$ cat src/rtl/las_pkg.sv
`default_nettype none
// ----------------------------------------------------------------------------
// las_pkg
// shared types and codes for the local alignment score core
// ----------------------------------------------------------------------------
package las_pkg;

  localparam int SCORE_W = 12;
  localparam int SYM_W   = 3;
  localparam int CMD_W   = 2;
  localparam int CFG_IDX_W  = 2;
  localparam int CFG_DATA_W = 5;

  localparam logic [SCORE_W-1:0] SCORE_MAX = 12'd4095;

  // input commands
  localparam logic [CMD_W-1:0] CMD_APPEND = 2'd0;
  localparam logic [CMD_W-1:0] CMD_DB     = 2'd1;
  localparam logic [CMD_W-1:0] CMD_CLEAR  = 2'd2;

  // configuration register indexes
  localparam logic [CFG_IDX_W-1:0] REG_MATCH    = 2'd0;
  localparam logic [CFG_IDX_W-1:0] REG_MISMATCH = 2'd1;
  localparam logic [CFG_IDX_W-1:0] REG_GAP      = 2'd2;

  // scoring registers, broadcast to every cell
  typedef struct packed {
    logic        [3:0] match;
    logic signed [4:0] mismatch;
    logic signed [4:0] gap;
  } las_score_cfg_t;

  // control travelling with one database column down the chain
  typedef struct packed {
    logic             valid;
    logic             last;
    logic             score_en;
    logic [SYM_W-1:0] symbol;
  } las_wave_t;

  // query load and clear, broadcast to every cell
  typedef struct packed {
    logic             clear;
    logic             load;
    logic [SYM_W-1:0] symbol;
  } las_qctl_t;

endpackage : las_pkg
`default_nettype wire

$ cat src/rtl/las_cell.sv
`default_nettype none
// ----------------------------------------------------------------------------
// las_cell
// one query row: holds its base, column score and row best, scores one
// database column per transfer and passes the wavefront to the next cell
// ----------------------------------------------------------------------------
module las_cell #(
  parameter int CELL_INDEX = 0,
  parameter int ROW_W      = 9,
  parameter int COL_W      = 16
) (
  input  wire                          clk,
  input  wire                          rst,
  input  wire                          advance,
  input  wire las_pkg::las_score_cfg_t cfg,
  input  wire las_pkg::las_qctl_t      qctl,
  input  wire [ROW_W-1:0]              query_count,
  input  wire las_pkg::las_wave_t      wave_in,
  input  wire [las_pkg::SCORE_W-1:0]   diag_in,
  input  wire [las_pkg::SCORE_W-1:0]   up_in,
  input  wire [COL_W-1:0]              col_in,
  input  wire [las_pkg::SCORE_W-1:0]   rbest_in,
  input  wire [ROW_W-1:0]              rrow_in,
  input  wire [COL_W-1:0]              rcol_in,
  output las_pkg::las_wave_t           wave_out,
  output logic [las_pkg::SCORE_W-1:0]  diag_out,
  output logic [las_pkg::SCORE_W-1:0]  up_out,
  output logic [COL_W-1:0]             col_out,
  output logic [las_pkg::SCORE_W-1:0]  rbest_out,
  output logic [ROW_W-1:0]             rrow_out,
  output logic [COL_W-1:0]             rcol_out
);

  localparam int SW    = las_pkg::SCORE_W;
  localparam int SUM_W = las_pkg::SCORE_W + 2;

  logic [las_pkg::SYM_W-1:0] base;
  logic                      active;
  logic [SW-1:0]             score;
  logic [SW-1:0]             best;
  logic [COL_W-1:0]          best_col;

  logic signed [SUM_W-1:0] sub_s;
  logic signed [SUM_W-1:0] gap_s;
  logic signed [SUM_W-1:0] diag_s;
  logic signed [SUM_W-1:0] up_s;
  logic signed [SUM_W-1:0] left_s;
  logic signed [SUM_W-1:0] h_raw;
  logic [SW-1:0]           h;
  logic                    scoring;
  logic [SW-1:0]           best_upd;
  logic [COL_W-1:0]        best_col_upd;
  logic                    take;
  logic                    load;

  assign load = qctl.load && (query_count == ROW_W'(CELL_INDEX));

  always_comb begin
    // substitution: zero when either base is not a real nucleotide
    if (base[2] || wave_in.symbol[2]) begin
      sub_s = '0;
    end else if (base == wave_in.symbol) begin
      sub_s = {{(SUM_W-4){1'b0}}, cfg.match};
    end else begin
      sub_s = {{(SUM_W-5){cfg.mismatch[4]}}, cfg.mismatch};
    end
    gap_s  = {{(SUM_W-5){cfg.gap[4]}}, cfg.gap};
    diag_s = $signed({2'b00, diag_in}) + sub_s;
    up_s   = $signed({2'b00, up_in}) + gap_s;
    left_s = $signed({2'b00, score}) + gap_s;

    h_raw = '0;
    if (diag_s > h_raw) h_raw = diag_s;
    if (up_s > h_raw)   h_raw = up_s;
    if (left_s > h_raw) h_raw = left_s;
    if (h_raw > $signed({2'b00, las_pkg::SCORE_MAX})) begin
      h = las_pkg::SCORE_MAX;
    end else begin
      h = h_raw[SW-1:0];
    end

    scoring = wave_in.valid && wave_in.score_en && active;
    if (scoring && (h > best)) begin
      best_upd     = h;
      best_col_upd = col_in;
    end else begin
      best_upd     = best;
      best_col_upd = best_col;
    end

    // strict compare keeps the smallest row on ties
    take = wave_in.last && active && (best_upd > rbest_in);
  end

  always_ff @(posedge clk) begin
    if (rst) begin
      wave_out <= '0;
      score    <= '0;
      best     <= '0;
      best_col <= '0;
      active   <= 1'b0;
    end else if (qctl.clear) begin
      score    <= '0;
      best     <= '0;
      best_col <= '0;
      active   <= 1'b0;
    end else begin
      if (load) begin
        active <= 1'b1;
      end
      if (advance) begin
        wave_out <= wave_in;
        if (wave_in.valid && wave_in.last) begin
          // end of run: row state back to zero behind the final column
          score    <= '0;
          best     <= '0;
          best_col <= '0;
        end else if (scoring) begin
          score    <= h;
          best     <= best_upd;
          best_col <= best_col_upd;
        end
      end
    end
  end

  always_ff @(posedge clk) begin
    if (load) begin
      base <= qctl.symbol;
    end
    if (advance) begin
      diag_out <= score;
      up_out   <= h;
      col_out  <= col_in;
      if (take) begin
        rbest_out <= best_upd;
        rrow_out  <= ROW_W'(CELL_INDEX + 1);
        rcol_out  <= best_col_upd;
      end else begin
        rbest_out <= rbest_in;
        rrow_out  <= rrow_in;
        rcol_out  <= rcol_in;
      end
    end
  end

endmodule : las_cell
`default_nettype wire

$ cat config.mk
export PLATFORM = sky130hd
export DESIGN_NAME = las_cell
export DESIGN_NICKNAME = d
export VERILOG_FILES = /design/src/rtl/las_pkg.sv /design/src/rtl/las_cell.sv
export SDC_FILE = /design/constraint.sdc
export NUM_CORES = 1
export LEC_CHECK = 0
export BUFFER_PORTS_ARGS = -buffer_cell sky130_fd_sc_hd__buf_2
export CORE_MARGIN = 5
export CORE_UTILIZATION = 37
export CTS_BUF_LIST = sky130_fd_sc_hd__clkbuf_4
export CTS_CLUSTER_DIAMETER = 120
export DETAILED_ROUTE_END_ITERATION = 10
export HOLD_SLACK_MARGIN = 0.1
export SKIP_LAST_GASP = 1
export SLEW_MARGIN = 0
export SYNTH_ARGS = -nofsm -noshare
export SYNTH_HDL_FRONTEND = slang
export SYNTH_SLANG_ARGS = --single-unit
$ cat constraint.sdc
create_clock -name clk -period 10.6 [get_ports clk]
set_clock_uncertainty 0.15 [all_clocks]
set_input_delay 0.53 -clock clk [delete_from_list [all_inputs] [get_ports clk]]
set_output_delay 0.53 -clock clk [all_outputs]
set_load 0.02 [all_outputs]
## Word-level counts from Yosys, hierarchy flattened

Index checks and enable logic that the tools add are counted.

- Register bits: 127
- Bits in latches: 0
- Bits in writable memories: 0
- Memory bits (read-only): 0
- Input bits: 114
- Output and inout bits: 83
- Logic and storage cells: 55
- Memories: 0

- $add $sub $neg: 3
- $mul: 0
- Divide/modulo/power cells: 0
- Order comparisons: 6
- Equality and inequality tests: 1
- Shift operators: 0
- Multiplexer cells: 16
- Bitwise operators: 1
- Reductions and logical operators: 13

Operators by type and width:

| kind | count |
|---|---|
| 2-to-1 mux 12 bit | 7 |
| 2-to-1 mux 14 bit | 5 |
| 2-to-1 mux 16 bit | 4 |
| adder 13 x 5 -> 14 bit | 2 |
| greater-than comparator 14 bit | 2 |
| greater-than comparator 12 bit | 2 |
| adder 13 x 14 -> 14 bit | 1 |
| greater-than comparator 14 x 1 -> 1 bit (second input constant) | 1 |
| greater-than comparator 14 x 13 -> 1 bit (second input constant) | 1 |
| logical NOT 9 bit | 1 |
| logical AND 1 bit | 7 |
| AND reduction 2 bit | 2 |
| == test 3 bit | 1 |
| nonzero test 2 bit | 1 |
| OR reduction 2 bit | 1 |
| logical OR 1 bit | 1 |
| inverter 1 bit | 1 |

## Depth between registers and ports, before layout

Gate-level depths: netlist (run 1).

- Word-level depth: 18
- Depth in mapped cells: 59
- Depth with buffers taken out: 51

## Worst setup path before layout (run 1)

Ideal clock, no wire load.

- Path kind: input port to flip-flop
- Start: input port wave_in[2] (netlist name)
- End: register rbest_out[3] (netlist name) (data pin)
- Setup time: 0.261 ns
- Arrival time: 10.816 ns
- Required time: 10.189 ns
- Slack: -0.627 ns
- Cell stages on the path: 55
- Buffers on the path: 7
- Path through: inv_1 -> ha_1 -> inv_1 -> and3_1 -> clkbuf_1 -> mux2i_1 -> nor2b_1 -> ha_1 -> inv_1 -> fa_1 -> nand2b_1 -> o2bb2ai_1 -> and3_1 -> or3_1 -> and3_1 -> inv_1 -> ha_1 -> and4_1 -> (+19 left out) -> or3_1 -> o21ai_0 -> o21a_1 -> clkbuf_1 -> clkbuf_1 -> nor2_1 -> a31oi_1 -> ha_1 -> nor2b_1 -> o21a_1 -> o21ai_0 -> nand2b_1 -> a221oi_1 -> o21ai_0 -> nand2_1 -> clkbuf_1 -> inv_2 -> a221o_1

- Cells in the longest elaborated chain, start to end: 18
- Elaborated cells between the ends (all ways): 19
- Those cells by class: add/sub: 1; order compare: 6; eq/ne: 1; mux: 8; reduce/logical: 3

Ends and longest elaborated chain:

| item | RTL line | RTL |
|---|---|---|
| start, declared | las_cell.sv:18 | `input wire las_pkg::las_wave_t wave_in,` |
| == test 3 bit | las_cell.sv:62 | `end else if (base == wave_in.symbol) begin` |
| 2-to-1 mux 14 bit | las_cell.sv:62 |  |
| 2-to-1 mux 14 bit (*) | las_cell.sv:60 | `if (base[2] \|\| wave_in.symbol[2]) begin` |
| adder 13 x 14 -> 14 bit (*) | las_cell.sv:68 | `diag_s = $signed({2'b00, diag_in}) + sub_s;` |
| greater-than comparator 14 x 1 -> 1 bit | las_cell.sv:73 | `if (diag_s > h_raw) h_raw = diag_s;` |
| 2-to-1 mux 14 bit (*) | las_cell.sv:73 |  |
| greater-than comparator 14 bit | las_cell.sv:74 | `if (up_s > h_raw) h_raw = up_s;` |
| 2-to-1 mux 14 bit (*) | las_cell.sv:74 |  |
| (+3 left out) | n/a |  |
| 2-to-1 mux 12 bit (*) | las_cell.sv:76 | `if (h_raw > $signed({2'b00, las_pkg::SCORE_MAX})) begin` |
| named net h[7] | las_cell.sv:49 | `logic [SW-1:0] h;` |
| greater-than comparator 12 bit | las_cell.sv:83 | `if (scoring && (h > best)) begin` |
| logical AND 1 bit | las_cell.sv:83 |  |
| 2-to-1 mux 12 bit (*) | las_cell.sv:83 |  |
| greater-than comparator 12 bit | las_cell.sv:92 | `take = wave_in.last && active && (best_upd > rbest_in);` |
| logical AND 1 bit | las_cell.sv:92 |  |
| 2-to-1 mux 12 bit (*) | las_cell.sv:135 | `if (take) begin` |
| end signal, assigned | las_cell.sv:136 | `rbest_out <= best_upd;` |
| end signal, assigned | las_cell.sv:140 | `rbest_out <= rbest_in;` |
| end, declared | las_cell.sv:29 | `output logic [las_pkg::SCORE_W-1:0] rbest_out,` |

Mark *: on every way through the listed nets, which the timed path passes. The rest lies on a longest branch.
A chain may end at the register's enable or synchronous reset.

## Final worst setup path (run 1)

- Start: register base[2] (netlist name)
- End: register rbest_out[3] (netlist name) (data pin)

- Cells in the longest elaborated chain, start to end: 18
- Elaborated cells between the ends (all ways): 19
- Those cells by class: add/sub: 1; order compare: 6; eq/ne: 1; mux: 8; reduce/logical: 3

Ends and longest elaborated chain:

| item | RTL line | RTL |
|---|---|---|
| start, declared | las_cell.sv:37 | `logic [las_pkg::SYM_W-1:0] base;` |
| start signal, assigned | las_cell.sv:129 | `base <= qctl.symbol;` |
| == test 3 bit | las_cell.sv:62 |  |
| 2-to-1 mux 14 bit | las_cell.sv:62 |  |
| 2-to-1 mux 14 bit (*) | las_cell.sv:60 |  |
| adder 13 x 14 -> 14 bit (*) | las_cell.sv:68 |  |
| greater-than comparator 14 x 1 -> 1 bit | las_cell.sv:73 |  |
| 2-to-1 mux 14 bit (*) | las_cell.sv:73 |  |
| greater-than comparator 14 bit | las_cell.sv:74 |  |
| 2-to-1 mux 14 bit (*) | las_cell.sv:74 |  |
| (+3 left out) | n/a |  |
| 2-to-1 mux 12 bit (*) | las_cell.sv:76 |  |
| named net h[7] | las_cell.sv:49 |  |
| greater-than comparator 12 bit | las_cell.sv:83 |  |
| logical AND 1 bit | las_cell.sv:83 |  |
| 2-to-1 mux 12 bit (*) | las_cell.sv:83 |  |
| greater-than comparator 12 bit | las_cell.sv:92 |  |
| logical AND 1 bit | las_cell.sv:92 |  |
| 2-to-1 mux 12 bit (*) | las_cell.sv:135 |  |

Marks and branches as above.

==> summary.txt, run 1 <==
Logic synthesis
  – Most used flip-flop cell after synthesis: edfxtp_1
  – Sequential cell area fraction in the yosys report: 40.4%
  – Synth Net Count: 1,042
  – Async S/R FF share, synth: 0%
  – Post-synth EDFFs: 80
  – Synthesized area: 8280 um^2
  – Synth Area per Inst: 9.83 um^2
  – Seq cells post-synth: 127
  – Syn. warnings: 0
  – Netlist cell types: 77
  – Cells after Synth: 842

Pwr
  – Leakage: 0.00479 uW
  – Final Total Pwr: 1340 uW
  – PD cells: 124 nW/um^2
  – Maximum vdd ir drop: 78.6 uV

Worst setup path
  – Crit path DAT: 10,350 ps
  – Largest stage delay on the critical path: 390 ps
  – Critical Path Start Type: flip-flop
  – CP Class: flip-flop to flip-flop
  – Max FO, Critical Path: 10
  – CP most frequent cell: ha_1
  – Slowest cell on crit path: or3_4
  – WP data required: 10,730 ps
  – Setup crit end kind: flip-flop
  – Cells on worst reg2reg path: 47

Place
  – Gpl congestion: 0.880
  – Port Buf Inserts: 196
  – DP HPWL: 18,300 um

Timing
  – TNS Setup: 0 ps
  – Post-route minimum period: 10,220 ps
  – Worst slew margin: 27.8%
  – Fin. Hold Viols: 0
  – Final period util: 96.4%
  – Slew Viols, Final: 0
  – Final count of negative-setup-slack endpoints: 0
  – Slew @ Worst Pin: 1080 ps
  – Max Clk Rate: 97.8 MHz

Final layout
  – Post-layout util: 49.1%
  – Share of cells above drive strength 1: 29.7%
  – Filler cells: 2,067
  – Reg area: 3340 um^2
  – Multi-input gate area: 4790 um^2
  – Final nets: 1,311
  – Syn-to-layout area delta: 30.2%

CTS
  – Clk sink count: 127
  – H-tree Lvls: 4
  – Clock Latency Late Sink: 530 ps
  – CTS clk-pin slew, worst paths: 120 ps
  – CTS tree: yes
  – Total clock buffers created by CTS: 17
  – Root Buffer: clkbuf_4
  – CTS max path bufs: 2

Detailed routing
  – Vias: 7,369
  – Mean number of vias per cell: 5.24
  – WL/cell: 17.1 um
  – Final routed DRC violation total: 0
  – Routed Wire Length: 24,000 um
  – DRT Pass-1 Iters: 7
  – Antenna viol nets, final: 0
  – Starting DRT DRC Count: 470

Floorplanning
  – Full die area: 25,500 um^2
  – I/O pin count: 197
  – Die height: 160 um
  – Core area: 22,000 um^2
  – Initial Util: 37.7%
  – Die width: 160 um
  – # rows: 54

Run
  – Max-cap violations: 0

GRT
  – Global-route wire length before repair: 37,200 um
  – Largest net degree at the start of global routing: 50
  – Initial antenna violation count: 3
  – Grt total ovfl: 0
  – Number of global-route vias before repair: 7,146
  – Total GRT Usage: 17.9%

Worst hold path
  – Tightest Hold Check Type: input pin to flip-flop
  – WHS Path Cells: 2

Outcome
  – Outcome: finished, final reports clean
[flip-flops by register name, summed over array words and instances, names as in the netlist]
name       cells
col_out       16
rrow_out       9
up_out        12
rcol_out      16
active         1
best_col      16
rbest_out     12
base           3
wave_out       6
diag_out      12
best          12
score         12
[logic make-up after synthesis]
group	Yosys count	synth area share, %
flip-flops	127	40.4
AND/OR/NAND/NOR	237	14.0
buffers and inverters	96	4.54
AO/OA/AOI/OAI	222	19.0
XOR/XNOR	24	2.54
other	1	0.0453
multiplexers	49	6.29
adder cells (fa/ha/maj)	86	13.3
[cell type report]
class	count	share of cell area, %
Tap cell	280	3.25
Sequential cell	127	31.0
Antenna cell	2	0.0465
Multi-Input combinational cell	620	44.5
Inverter	65	2.31
Timing Repair Buffer	280	16.2
Clock buffer	17	1.18
Clock inverter	15	1.45
[cell usage in the layout (no fill, tap or decap), types with 13 or more instances in the layout]
cell / count
a21o_1: 22
a21oi_1: 32
a22o_1: 20
a22oi_1: 16
buf_2: 195
buf_4: 40
clkbuf_4: 17
dfxtp_1: 47
dlygate4sd3_1: 41
edfxtp_1: 80
ha_1: 81
inv_1: 63
mux2i_1: 31
nand2_1: 60
nand4_1: 13
nor2_1: 65
o21ai_0: 41
xnor2_1: 18
[cell usage after synthesis (all sizes together) (3+ instances only)]
master	number	share of area [%]
a211oi	8	0.79
a21boi	4	0.36
a21o	23	2.1
a21oi	36	2.2
a221o	3	0.36
a221oi	4	0.50
a22o	20	2.1
a22oi	16	1.5
a31o	3	0.32
a31oi	9	0.68
and2	11	0.83
and3	15	1.1
and4	3	0.32
buf	5	0.39
clkbuf	26	1.2
dfxtp	47	11
edfxtp	80	29
fa	3	0.73
ha	83	13
inv	65	2.9
mux2	15	2.2
mux2i	34	4.1
nand2	62	2.8
nand2b	8	0.60
nand3	9	0.54
nand4	13	0.98
nor2	67	3.0
nor2b	11	0.83
nor3	15	0.91
nor4	6	0.45
o211a	3	0.36
o211ai	8	0.79
o21a	9	0.82
o21ai	46	2.8
o221ai	4	0.42
o22ai	3	0.23
o2bb2ai	3	0.32
or2	3	0.23
or3	7	0.53
xnor2	18	1.9
xor2	6	0.63
[final timing paths]
kind	start	endpoint	slack (ps)
min reg2reg	score[5]$_SDFFE_PP0P_	diag_out[5]$_DFFE_PP_	330
max	base[2]$_DFFE_PP_	rbest_out[3]$_DFFE_PP_	380
max reg2reg	base[2]$_DFFE_PP_	rbest_out[3]$_DFFE_PP_	380
min	rrow_in[5]	rrow_out[5]$_SDFFCE_PP0P_	140
[power breakdown]
part / switching (uW) / internal (uW) / total [uW]
registers: 6.27 / 557 / 563
logic: 247 / 184 / 431
clock network: 202 / 143 / 345
total: 456 / 884 / 1340
[through the flow]
stage | worst slack, ps | instance area, um^2 | instances | hold WS, ps
after global placement | 121 | 9760 | 1321 | 310
after CTS | 18.9 | 10500 | 1394 | 103
after floorplan | 73.9 | 8300 | 842 | 284
after global routing | -69.1 | 10800 | 1406 | 111
final | 379 | 10800 | 1406 | 138
after detailed placement | -225 | 9760 | 1321 | 311
[worst max-delay path, delay by kind of cell, from the launching register on]
| family | cells | cell delay [ps] |
|---|---|---|
| flops | 1 | 380 |
| buf+inv | 6 | 530 |
| simple gates | 15 | 2700 |
| compound gates | 17 | 3730 |
| mux | 3 | 950 |
| fa+ha+maj | 6 | 1550 |
[timing repair]
| action | 4_1_cts | 5_1_grt |
|---|---|---|
| setup buffers | 0 | 9 |
| endpoints found under the hold margin | 43 | 0 |
| endpoints found under the setup margin | 0 | 37 |
| hold buffers | 41 | 0 |
| gates resized for setup | 0 | 48 |
[layer usage]
layer | track usage, % | wire length, um | vias up
li1 | - | - | 3672
met1 | 22.7 | 10400 | 3451
met2 | 30.1 | 11800 | 214
met3 | 4.71 | 1480 | 30
met4 | 5.29 | 422 | 2
met5 | 0 | 7 | -
(Power assumes the default switching activity.)
==> run 2: changes to the inputs <==
- CTS_BUF_LIST: sky130_fd_sc_hd__clkbuf_4 -> sky130_fd_sc_hd__clkbuf_8
==> summary.txt, run 2 (synthesis results as in run 1) <==
Final layout
  – Share of cells above drive strength 1: 30.5%
  – Most frequent cells in the layout: 195 x buf_2, 81 x ha_1, 80 x edfxtp_1
  – Syn-to-layout area delta: 26.3%
  – Most common cell after layout, fill and taps aside: buf_2
  – Diode count: 0
  – Filler cells: 2,094
  – Final nets: 1,274
  – Regs by FF count: best_col (16), col_out (16), rcol_out (16)
  – Design area: 10,500 um^2
  – Post-layout util: 47.6%

CTS
  – Total clock buffers created by CTS: 17
  – CTS clk-pin slew, worst paths: 90 ps
  – CTS max path bufs: 2
  – Clock Latency Late Sink: 440 ps
  – Clk sink count: 127
  – Root Buffer: clkbuf_8
  – H-tree Lvls: 4
  – CTS tree: yes

Detailed routing
  – Final routed DRC violation total: 0
  – Starting DRT DRC Count: 430
  – Antenna viol nets, final: 0
  – DRT Pass-1 Iters: 5
  – Routed Wire Length: 23,500 um
  – Mean number of vias per cell: 5.28
  – Vias: 7,219
  – WL/cell: 17.2 um

Worst setup path
  – CP most frequent cell: ha_1
  – Crit path buf inv count: 7
  – Slowest cell on crit path: or3_4
  – FF-to-FF setup slack: 430 ps
  – Crit path DAT: 10,200 ps
  – Largest stage delay on the critical path: 390 ps
  – WP data required: 10,630 ps
  – Setup crit end kind: flip-flop
  – Critical Path Start Type: flip-flop
  – CP Class: flip-flop to flip-flop
  – Crit-path leading delay family: compound AO/OA/AOI/OAI gates
  – Max FO, Critical Path: 10

Floorplanning
  – Core area: 22,000 um^2
  – Full die area: 25,500 um^2
  – Initial Util: 37.7%
  – I/O pin count: 197
  – Die width: 160 um
  – Die height: 160 um
  – # rows: 54

GRT
  – Number of global-route vias before repair: 6,911
  – Initial antenna violation count: 1
  – Total GRT Usage: 17.5%
  – Largest net degree at the start of global routing: 50
  – Grt total ovfl: 0
  – Global-route wire length before repair: 36,300 um

Place
  – DP Area: 9760 um^2
  – Port Buf Inserts: 196
  – Gpl congestion: 0.880
  – DP HPWL: 18,300 um
  – DP Worst Slack: -225 ps

Timing
  – Final period util: 95.9%
  – Slew @ Worst Pin: 1080 ps
  – Worst slew margin: 28.2%
  – Post-route worst setup slack: 431 ps
  – Post-route minimum period: 10,170 ps
  – Fin. Hold Viols: 0
  – Hold WS: 151 ps
  – Final count of negative-setup-slack endpoints: 0
  – TNS Setup: 0 ps
  – Slew Viols, Final: 0
  – Max Clk Rate: 98.3 MHz

Run
  – Max-cap violations: 0

Outcome
  – Outcome: finished, final reports clean

Worst hold path
  – Tightest Hold Check Type: input pin to flip-flop

Pwr
  – Leakage: 0.00467 uW
  – Maximum vdd ir drop: 92.4 uV
  – PD cells: 135 nW/um^2
-- run 2: cell count changes in the layout (fill, tap and decap cells not counted), moves of 2 or more --
| cell | before | now |
|---|---|---|
| buf_4 | 40 | 42 |
| and3_1 | 11 | 13 |
| diode_2 | 2 | 0 |
| and3_4 | 4 | 1 |
| dlygate4sd3_1 | 41 | 3 |
| nor2_2 | 2 | 0 |
| nor2_1 | 65 | 67 |
| clkbuf_8 | 0 | 18 |
| clkbuf_4 | 17 | 0 |
-- run 2: where the power goes --
part / internal [uW] / total [uW] / switching, uW
Sequential: 557 / 563 / 6.09
Clock: 219 / 428 / 210
Combinational: 174 / 418 / 244
Total: 950 / 1410 / 460
-- run 2: final cells by class --
| cell class | instances | area [um^2] | area share (%) |
|---|---|---|---|
| Tap cell | 280 | 350 | 3.35 |
| Clock buffer | 18 | 248 | 2.37 |
| Clock inverter | 14 | 153 | 1.46 |
| Multi-Input combinational cell | 620 | 4750 | 45.4 |
| Sequential cell | 127 | 3340 | 32.0 |
| Inverter | 65 | 249 | 2.38 |
| Timing Repair Buffer | 243 | 1360 | 13.0 |
-- run 2: layer usage --
metal	global-route usage (%)	part of all wire [%]	wire length [um]	up-vias
li1	-	-	-	3595
met1	22.4	43	10200	3391
met2	29.3	49	11500	204
met3	4.94	6.3	1470	27
met4	4.62	1.5	345	2
met5	0	0.030	7	-
-- run 2: worst paths after layout --
check,from,endpoint,cells after the start
hold / removal,col_in[12],col_out[12]$_DFFE_PP_,1
setup reg to reg,base[2]$_DFFE_PP_,rbest_out[3]$_DFFE_PP_,49
hold reg to reg,best[2]$_SDFFE_PP0P_,best[2]$_SDFFE_PP0P_,1
setup / recovery,base[2]$_DFFE_PP_,rbest_out[3]$_DFFE_PP_,49
-- run 2: what timing repair did --
action | 4_1_cts | 5_1_grt
hold buffers | 3 | 0
buffers inserted | 0 | 10
endpoints found under the hold margin | 3 | 0
setup endpoints to repair | 0 | 37
resized for setup | 0 | 38
-- run 2: per-stage QoR --
stage               total power, uW  instances
floorplan                       816        842
global placement                965       1321
detailed placement              966       1321
CTS                            1390       1356
global route                   1490       1367
finish                         1410       1367
